--- src/rtl/core/seac_pkg.sv ---
`timescale 1ns / 1ps
// Shared types, register codes and constants of the stereo effect chain.
// Also holds the builder of the overdrive curve, run at elaboration. No dependencies.
package seac_pkg;

  localparam int SAMPLE_BITS = 24;
  localparam int TANH_BITS   = 10;
  localparam int TANH_DEPTH  = 1 << TANH_BITS;
  localparam int TANH_AW     = TANH_BITS + 1;
  // Table position of |x|*drive: integer part above IDX_SH, fraction below.
  localparam int IDX_SH      = SAMPLE_BITS + 10 - TANH_BITS;
  localparam int FRAC_BITS   = 24;
  localparam int CFG_DW      = 18;
  localparam int CFG_AW      = 3;

  typedef enum logic [CFG_AW-1:0] {
    CFG_INPUT_GAIN,
    CFG_OUTPUT_GAIN,
    CFG_WET_MIX,
    CFG_DRIVE,
    CFG_ALLPASS_COEF,
    CFG_DELAY_LENGTH,
    CFG_FEEDBACK,
    CFG_EFFECT_CONTROLS
  } cfg_addr_t;

  typedef struct packed {
    logic [15:0]        input_gain;
    logic [15:0]        output_gain;
    logic [15:0]        wet_mix;
    logic [12:0]        drive;
    logic signed [15:0] allpass_coef;
    logic [17:0]        delay_length;
    logic [14:0]        feedback;
    logic [7:0]         effect_controls;
  } cfg_t;

  localparam cfg_t CFG_RESET = '{
    input_gain:      16'd16384,
    output_gain:     16'd16384,
    wet_mix:         16'd32768,
    drive:           13'd512,
    allpass_coef:    -16'sd28738,
    delay_length:    18'd24000,
    feedback:        15'd9830,
    effect_controls: 8'd7
  };

  // Bit positions in effect_controls.
  localparam int EC_HIGHPASS  = 4;
  localparam int EC_BYP_DRIVE = 5;
  localparam int EC_BYP_CRUSH = 6;
  localparam int EC_BYP_DELAY = 7;

  typedef enum logic [4:0] {
    ST_CLEAR, ST_IDLE,
    ST_GAIN, ST_GAIN_W, ST_DRV, ST_DRV_W, ST_ROM, ST_ROM_W,
    ST_AV, ST_AV_W, ST_AAP, ST_AAP_W, ST_CRUSH, ST_FB, ST_FB_W,
    ST_MIX1, ST_MIX2, ST_MIX_W, ST_OG, ST_OG_W
  } state_t;

  typedef enum logic [4:0] {
    OP_IDLE, OP_LOAD,
    OP_GAIN, OP_GAIN_W, OP_DRV, OP_DRV_W, OP_ROM, OP_ROM_W,
    OP_AV, OP_AV_W, OP_AAP, OP_AAP_W, OP_CRUSH, OP_FB, OP_FB_W,
    OP_MIX1, OP_MIX2, OP_MIX_W, OP_OG, OP_OG_W
  } dp_op_t;

  typedef struct packed {
    dp_op_t op;
    logic   mem_re;
    logic   mem_we;
    logic   mem_clr;
    logic   d_from_v;
  } dp_cmd_t;

  typedef logic [SAMPLE_BITS-2:0] tanh_tab_t [TANH_DEPTH+1];

  localparam longint unsigned Q30    = 64'd1 << 30;
  localparam longint unsigned SMAX_U = (64'd1 << (SAMPLE_BITS - 1)) - 64'd1;

  // Unsigned quotient by shift and subtract; elaboration only.
  function automatic longint unsigned udiv(input longint unsigned num,
                                           input longint unsigned den);
    longint unsigned q;
    longint unsigned rem;
    q   = '0;
    rem = '0;
    for (int b = 63; b >= 0; b--) begin
      rem = {rem[62:0], num[b]};
      if (rem >= den) begin
        rem  = rem - den;
        q[b] = 1'b1;
      end
    end
    return q;
  endfunction

  // e^-f in Q.30 by a 21-term series; elaboration only.
  function automatic longint unsigned exp_neg_q30(input longint unsigned f);
    longint          sum;
    longint unsigned term;
    sum  = longint'(Q30);
    term = Q30;
    for (int n = 1; n <= 20; n++) begin
      term = udiv((term * f + (Q30 >> 1)) >> 30, 64'(n));
      if (n[0]) begin
        sum = sum - longint'(term);
      end else begin
        sum = sum + longint'(term);
      end
    end
    return (sum < 0) ? 64'd0 : longint'(sum);
  endfunction

  // tanh(8 i / D) for i = 0..D in Q.(SAMPLE_BITS-1).
  function automatic tanh_tab_t build_tanh();
    tanh_tab_t       tab;
    longint unsigned e1;
    longint unsigned z;
    longint unsigned e;
    longint unsigned num;
    longint unsigned den;
    longint unsigned t;
    e1 = exp_neg_q30(Q30);
    for (int i = 0; i <= TANH_DEPTH; i++) begin
      z = (64'(i) << 34) >> TANH_BITS;
      e = exp_neg_q30(z & (Q30 - 64'd1));
      for (int j = 0; j < int'(z >> 30); j++) begin
        e = (e * e1 + (Q30 >> 1)) >> 30;
      end
      if (e > Q30) begin
        e = Q30;
      end
      num = Q30 - e;
      den = Q30 + e;
      t = udiv((num << (SAMPLE_BITS - 1)) + (den >> 1), den);
      if (t > SMAX_U) begin
        t = SMAX_U;
      end
      tab[i] = t[SAMPLE_BITS-2:0];
    end
    return tab;
  endfunction

endpackage

--- src/rtl/core/seac_ctrl.sv ---
`timescale 1ns / 1ps
// Sequencer of the effect chain: steps both lanes through one frame, runs
// the post-reset clearing pass and owns the delay write pointer. Uses seac_pkg.
module seac_ctrl #(
  parameter int DELAY_DEPTH = 131072
) (
  input  logic                     clk,
  input  logic                     rst_n,
  input  logic                     in_valid,
  output logic                     in_ready,
  output logic                     out_valid,
  input  logic                     out_ready,
  input  seac_pkg::cfg_t           cfg,
  output seac_pkg::dp_cmd_t        cmd,
  output logic [$clog2(DELAY_DEPTH)-1:0] raddr,
  output logic [$clog2(DELAY_DEPTH)-1:0] waddr
);
  import seac_pkg::*;

  localparam int AW = $clog2(DELAY_DEPTH);

  state_t        state_r, state_nxt;
  logic [AW-1:0] clr_cnt_r, clr_cnt_nxt;
  logic [AW-1:0] wi_r, wi_nxt;
  logic          out_valid_r, out_valid_nxt;
  logic          slot_free;
  logic [AW:0]   len_sat;
  logic [AW:0]   wi_ext;
  logic [AW:0]   rd_sum;
  logic [31:0]   len_wide;

  assign slot_free = !out_valid_r || out_ready;

  // Read position: write pointer minus the delay, clamped to the store depth.
  always_comb begin
    len_wide = 32'(cfg.delay_length);
    len_sat  = (len_wide > 32'(DELAY_DEPTH)) ? (AW+1)'(DELAY_DEPTH) : len_wide[AW:0];
    wi_ext   = {1'b0, wi_r};
    rd_sum   = (wi_ext >= len_sat) ? wi_ext - len_sat
                                   : wi_ext + (AW+1)'(DELAY_DEPTH) - len_sat;
    raddr    = rd_sum[AW-1:0];
    waddr    = (state_r == ST_CLEAR) ? clr_cnt_r : wi_r;
  end

  always_comb begin
    state_nxt = state_r;
    unique case (state_r)
      ST_CLEAR:  if (clr_cnt_r == AW'(DELAY_DEPTH - 1)) state_nxt = ST_IDLE;
      ST_IDLE:   if (in_valid) state_nxt = ST_GAIN;
      ST_GAIN:   state_nxt = ST_GAIN_W;
      ST_GAIN_W: state_nxt = cfg.effect_controls[EC_BYP_DRIVE] ? ST_AV : ST_DRV;
      ST_DRV:    state_nxt = ST_DRV_W;
      ST_DRV_W:  state_nxt = ST_ROM;
      ST_ROM:    state_nxt = ST_ROM_W;
      ST_ROM_W:  state_nxt = ST_AV;
      ST_AV:     state_nxt = ST_AV_W;
      ST_AV_W:   state_nxt = ST_AAP;
      ST_AAP:    state_nxt = ST_AAP_W;
      ST_AAP_W: begin
        if (!cfg.effect_controls[EC_BYP_CRUSH]) begin
          state_nxt = ST_CRUSH;
        end else begin
          state_nxt = cfg.effect_controls[EC_BYP_DELAY] ? ST_MIX1 : ST_FB;
        end
      end
      ST_CRUSH:  state_nxt = cfg.effect_controls[EC_BYP_DELAY] ? ST_MIX1 : ST_FB;
      ST_FB:     state_nxt = ST_FB_W;
      ST_FB_W:   state_nxt = ST_MIX1;
      ST_MIX1:   state_nxt = ST_MIX2;
      ST_MIX2:   state_nxt = ST_MIX_W;
      ST_MIX_W:  state_nxt = ST_OG;
      ST_OG:     state_nxt = ST_OG_W;
      ST_OG_W:   if (slot_free) state_nxt = ST_IDLE;
      default:   state_nxt = ST_IDLE;
    endcase
  end

  always_comb begin
    cmd = '{op: OP_IDLE, mem_re: 1'b0, mem_we: 1'b0, mem_clr: 1'b0, d_from_v: 1'b0};
    in_ready = 1'b0;
    unique case (state_r)
      ST_CLEAR: begin
        cmd.mem_we  = 1'b1;
        cmd.mem_clr = 1'b1;
      end
      ST_IDLE: begin
        in_ready = 1'b1;
        if (in_valid) begin
          cmd.op     = OP_LOAD;
          cmd.mem_re = 1'b1;
        end
      end
      ST_GAIN:   cmd.op = OP_GAIN;
      ST_GAIN_W: cmd.op = OP_GAIN_W;
      ST_DRV:    cmd.op = OP_DRV;
      ST_DRV_W:  cmd.op = OP_DRV_W;
      ST_ROM:    cmd.op = OP_ROM;
      ST_ROM_W:  cmd.op = OP_ROM_W;
      ST_AV:     cmd.op = OP_AV;
      ST_AV_W:   cmd.op = OP_AV_W;
      ST_AAP:    cmd.op = OP_AAP;
      ST_AAP_W:  cmd.op = OP_AAP_W;
      ST_CRUSH:  cmd.op = OP_CRUSH;
      ST_FB: begin
        cmd.op       = OP_FB;
        cmd.d_from_v = (cfg.delay_length == '0);
      end
      ST_FB_W: begin
        cmd.op     = OP_FB_W;
        cmd.mem_we = 1'b1;
      end
      ST_MIX1:   cmd.op = OP_MIX1;
      ST_MIX2:   cmd.op = OP_MIX2;
      ST_MIX_W:  cmd.op = OP_MIX_W;
      ST_OG:     cmd.op = OP_OG;
      ST_OG_W:   if (slot_free) cmd.op = OP_OG_W;
      default:   cmd.op = OP_IDLE;
    endcase
  end

  always_comb begin
    clr_cnt_nxt   = clr_cnt_r;
    wi_nxt        = wi_r;
    out_valid_nxt = out_valid_r;
    if (state_r == ST_CLEAR) begin
      clr_cnt_nxt = clr_cnt_r + AW'(1);
    end
    if (state_r == ST_FB_W) begin
      wi_nxt = (wi_r == AW'(DELAY_DEPTH - 1)) ? '0 : wi_r + AW'(1);
    end
    if (state_r == ST_OG_W && slot_free) begin
      out_valid_nxt = 1'b1;
    end else if (out_ready) begin
      out_valid_nxt = 1'b0;
    end
  end

  always_ff @(posedge clk) begin
    if (!rst_n) begin
      state_r     <= ST_CLEAR;
      clr_cnt_r   <= '0;
      wi_r        <= '0;
      out_valid_r <= 1'b0;
    end else begin
      state_r     <= state_nxt;
      clr_cnt_r   <= clr_cnt_nxt;
      wi_r        <= wi_nxt;
      out_valid_r <= out_valid_nxt;
    end
  end

  assign out_valid = out_valid_r;

endmodule

--- config.mk ---
export PLATFORM = sky130hd
export DESIGN_NAME = seac_ctrl
export DESIGN_NICKNAME = d
export VERILOG_FILES = /design/src/rtl/core/seac_pkg.sv /design/src/rtl/core/seac_ctrl.sv
export SDC_FILE = /design/constraint.sdc
export NUM_CORES = 1
export LEC_CHECK = 0
export ABC_AREA = 1
export CAP_MARGIN = 15
export CORE_ASPECT_RATIO = 1.75
export CORE_MARGIN = 3
export CORE_UTILIZATION = 26
export DETAILED_ROUTE_END_ITERATION = 10
export DONT_BUFFER_PORTS = 1
export GPL_TIMING_DRIVEN = 0
export PLACE_DENSITY = 0.41
export SYNTH_ARGS = -nofsm -noshare
export SYNTH_HDL_FRONTEND = slang
export SYNTH_SLANG_ARGS = --single-unit
--- constraint.sdc ---
create_clock -name clk -period 3.6 [get_ports clk]
set_input_delay 0.36 -clock clk [delete_from_list [all_inputs] [get_ports clk]]
set_output_delay 0.36 -clock clk [all_outputs]
set_load 0.005 [all_outputs]
==> results_dict.tcl <==
set metrics [dict create \
    fillers 1617 \
    synth_warnings 0 \
    power.switching_mw 0.2793 \
    slowest_stage "ha_1" \
    nets 777 \
    critPathTopFamily "simple AND/OR/NAND/NOR gates" \
    synthToLayoutAreaGrowth_pct 10.65 \
    final_cell_area_um2 4080 \
    firstDrtPassIters 4 \
    cts.sinks 40 \
    fin_cells 812 \
    p_per_area_nw_per_um2 253.5 \
    path_class "input pin to output pin" \
    root_buffer "clkbuf_16" \
    htree_levels 2 \
    dr_total_vias 3937 \
    clock_skew_ps 10.73 \
    diodes 0 \
    synth_top_cell_by_area "dfxtp_1" \
    rsz0062_at_grt "false" \
    p_sw_share_pct 27.00 \
    row_count 57 \
    multi_input_area_um2 2510 \
    ys_seq_area_share_pct 21.72 \
    status "finished, final reports clean" \
    postCtsHoldBufs 0 \
    track_usage_pct 16.24 \
    r2r_slack_ps 1150 \
    tightest_slew_ps 767.8 \
    drt_iter0_markers 197 \
    numCtsBuffers 5 \
    maxCapViolCount 0 \
    sequential_cell_area_um2 800.8 \
    slew_headroom_pct 48.82 \
    worstSetupStartpoint "cfg[26]" \
    dieArea_um2 15700 \
    syn-num-nets 768 \
    clk_latency_ps 290 \
    avgRoutedWirePerCell_um 15.33 \
    finalHoldViolations 0 \
    pin_count 167 \
    synth_area_per_cell_um2 5.900 \
    crit_chain "nor2_1, nand3_1, nor3_1, nand4_1, nand2_2, buf_2, nand2_1, ha_1, nand2_1, o21ai_1, nand2_1, nand2_1, nand2_1, nand2_1, xor2_1" \
    grt-ovfl-total 0 \
    wl_um 12450 \
    ys_top_cells_by_area "dfxtp_1, nand2_1, inv_1" \
    post-route-period-util_pct 85.92 \
    synth.distinct_cells 36 \
    start_util_pct 26.51 \
    grt_antenna_before_repair 0 \
    syn_inst 625 \
    total_power_mw 1.034 \
    tritoncts "yes" \
    die_w_um 96.02 \
    vias_per_cell 4.849 \
    mostFrequentLayoutCells "nand2_1, inv_1, nor2_1" \
    design.core.area_um2 13910 \
    clock_power_share_pct 46.1 \
    report.final.slew_viol_count 0 \
    grt_pass1_wl_um 19780 \
    port_buffers 0 \
    ys_ff_latch 40 \
    gp_congestion 0.8932 \
    cp-start-kind "input pin" \
    power_frac_comb_pct 10.5 \
    max_freq_ghz 0.3233 \
    cp_max_fo 10 \
    intPower_mw 0.7550 \
    ant_nets 0 \
    worstHoldStart "rst_n" \
    power_frac_seq_pct 43.4 \
    place_hpwl_um 10360 \
    drive_gt1_share_pct 7.402 \
    synth_top_area_share_pct 21.72 \
    die_height_um 163.5 \
    grt_pass1_vias 3938 \
    ir_drop_mv 0.1813 \
    fin_tns_setup_ps 0 \
    fin_crit_ps 3093 \
    placedCellCount 802 \
    path_buf_inv 1 \
    end_kind "output pin" \
    drc 0 \
    grt_max_degree 14 \
    setup_viol 0 \
    critPathMostFrequentCell "nand2_1" \
    worstPathArrival_ps 2730 \
    final_common_cell "nand2_1" \
    path_clk_slew_ps 70 \
    cts_buffer_depth 2 \
    p_leak_nw 1.797 \
    worstHoldPathType "input pin to register" \
    synth_area_um2 3687 \
    r2r_start "clr_cnt_r[0]$_SDFFE_PN0P_" \
    placed_cell_area_um2 3909 \
    worst_path_largest_cell_delay_ps 360 \
    critical_path_required_ps 3240 \
]
## path summary, 6_finish.rpt
| check | end | cells past startpoint |
|---|---|---|
| min | wi_r[1]$_SDFFE_PN0P_ | 2 |
| min reg2reg | clr_cnt_r[15]$_SDFFE_PN0P_ | 2 |
| max reg2reg | state_r[0]$_SDFFE_PN0P_ | 13 |
| max | raddr[12] | 15 |
## final cells by class
type,instances,area share (%)
inverters,81,7.452
plain buffers,15,1.840
well taps,177,5.428
repair buffers,2,0.3680
clock inverters,2,0.3680
multi-input cells,489,61.51
clock buffers,6,3.404
flip-flops and latches,40,19.63
## cell usage after synthesis
cell type,n
nor2_4,4
nor3_1,14
o21ai_4,1
nor4_1,5
nand4_1,14
ha_1,20
o21bai_1,2
nor3_2,2
nand3b_1,1
a31oi_1,5
nand3_2,2
or2_0,2
buf_2,9
nand2_1,189
nor2_2,4
o21ai_1,1
nor3b_2,1
buf_4,2
fa_1,1
nand3_1,43
clkbuf_1,4
xor2_1,11
inv_1,78
a21o_1,3
nor2_1,65
dfxtp_1,40
nand3_4,1
nor2_8,1
xnor2_1,2
o21ai_0,38
a211oi_2,1
inv_2,3
o22ai_1,1
a21oi_1,50
nand2_4,1
nand2_2,4
## power groups by stage
stage / Clock [mW] / Combinational [mW] / Sequential (mW)
after global routing: 0.513 / 0.125 / 0.449
after CTS: 0.497 / 0.110 / 0.448
after detailed placement: 0 / 0.110 / 0.459
after global placement: 0 / 0.109 / 0.459
final: 0.477 / 0.109 / 0.449
after floorplan: 0 / 0.0807 / 0.458
## per-stage QoR
stage / utilization (%) / worst slack [ps] / hold slack, ps
global route: 29.34 / 187.2 / 252.7
detailed placement: 28.11 / 63.31 / 473.1
floorplan: - / 943.9 / 443.4
CTS: 29.21 / 69.54 / 248.3
global placement: 28.11 / 114.1 / 466.1
finish: 29.34 / 507.1 / 256.3
## registers in the layout, indices dropped and copies added, names as in the netlist
register and cells:
clr_cnt_r 17, wi_r 17, state_r 5, out_valid 1
## per-layer routing
layer	routed length (um)	vias to the layer above	track usage [%]
met1	4936	1774	17.72
li1	-	2046	-
met5	0	-	0
met4	255	0	5.117
met3	773	13	3.410
met2	6481	104	30.23
## cells by family (layout without fill, tap and decap cells)
| logic type | after synthesis | in the layout | synth area share, % |
|---|---|---|---|
| AND/OR/NAND/NOR | 353 | 353 | 42.69 |
| AO/OA/AOI/OAI | 102 | 102 | 14.90 |
| adder cells (fa/ha/maj) | 21 | 21 | 7.330 |
| XOR/XNOR | 13 | 13 | 3.088 |
| buffers and inverters | 96 | 106 | 10.28 |
| flip-flops | 40 | 40 | 21.72 |
## worst reg2reg max path: stages, from the launching register on
cell     delay [ps]
dfxtp_1         410
ha_1            200
nand3_1         140
nor2_1          360
nand3_1         200
nor4_1          280
ha_1            210
inv_1            50
nand4_1          90
nand3_1         100
nor2_1          130
nand3_1          90
nand2_1          60
inv_1            30
## repair_timing
action | in CTS | in global routing
endpoints found under the hold margin | 0 | 0
setup buffers | 0 | 2
gates resized for setup | 0 | 3
endpoints found under the setup margin | 0 | 11
(Power assumes the default switching activity.)
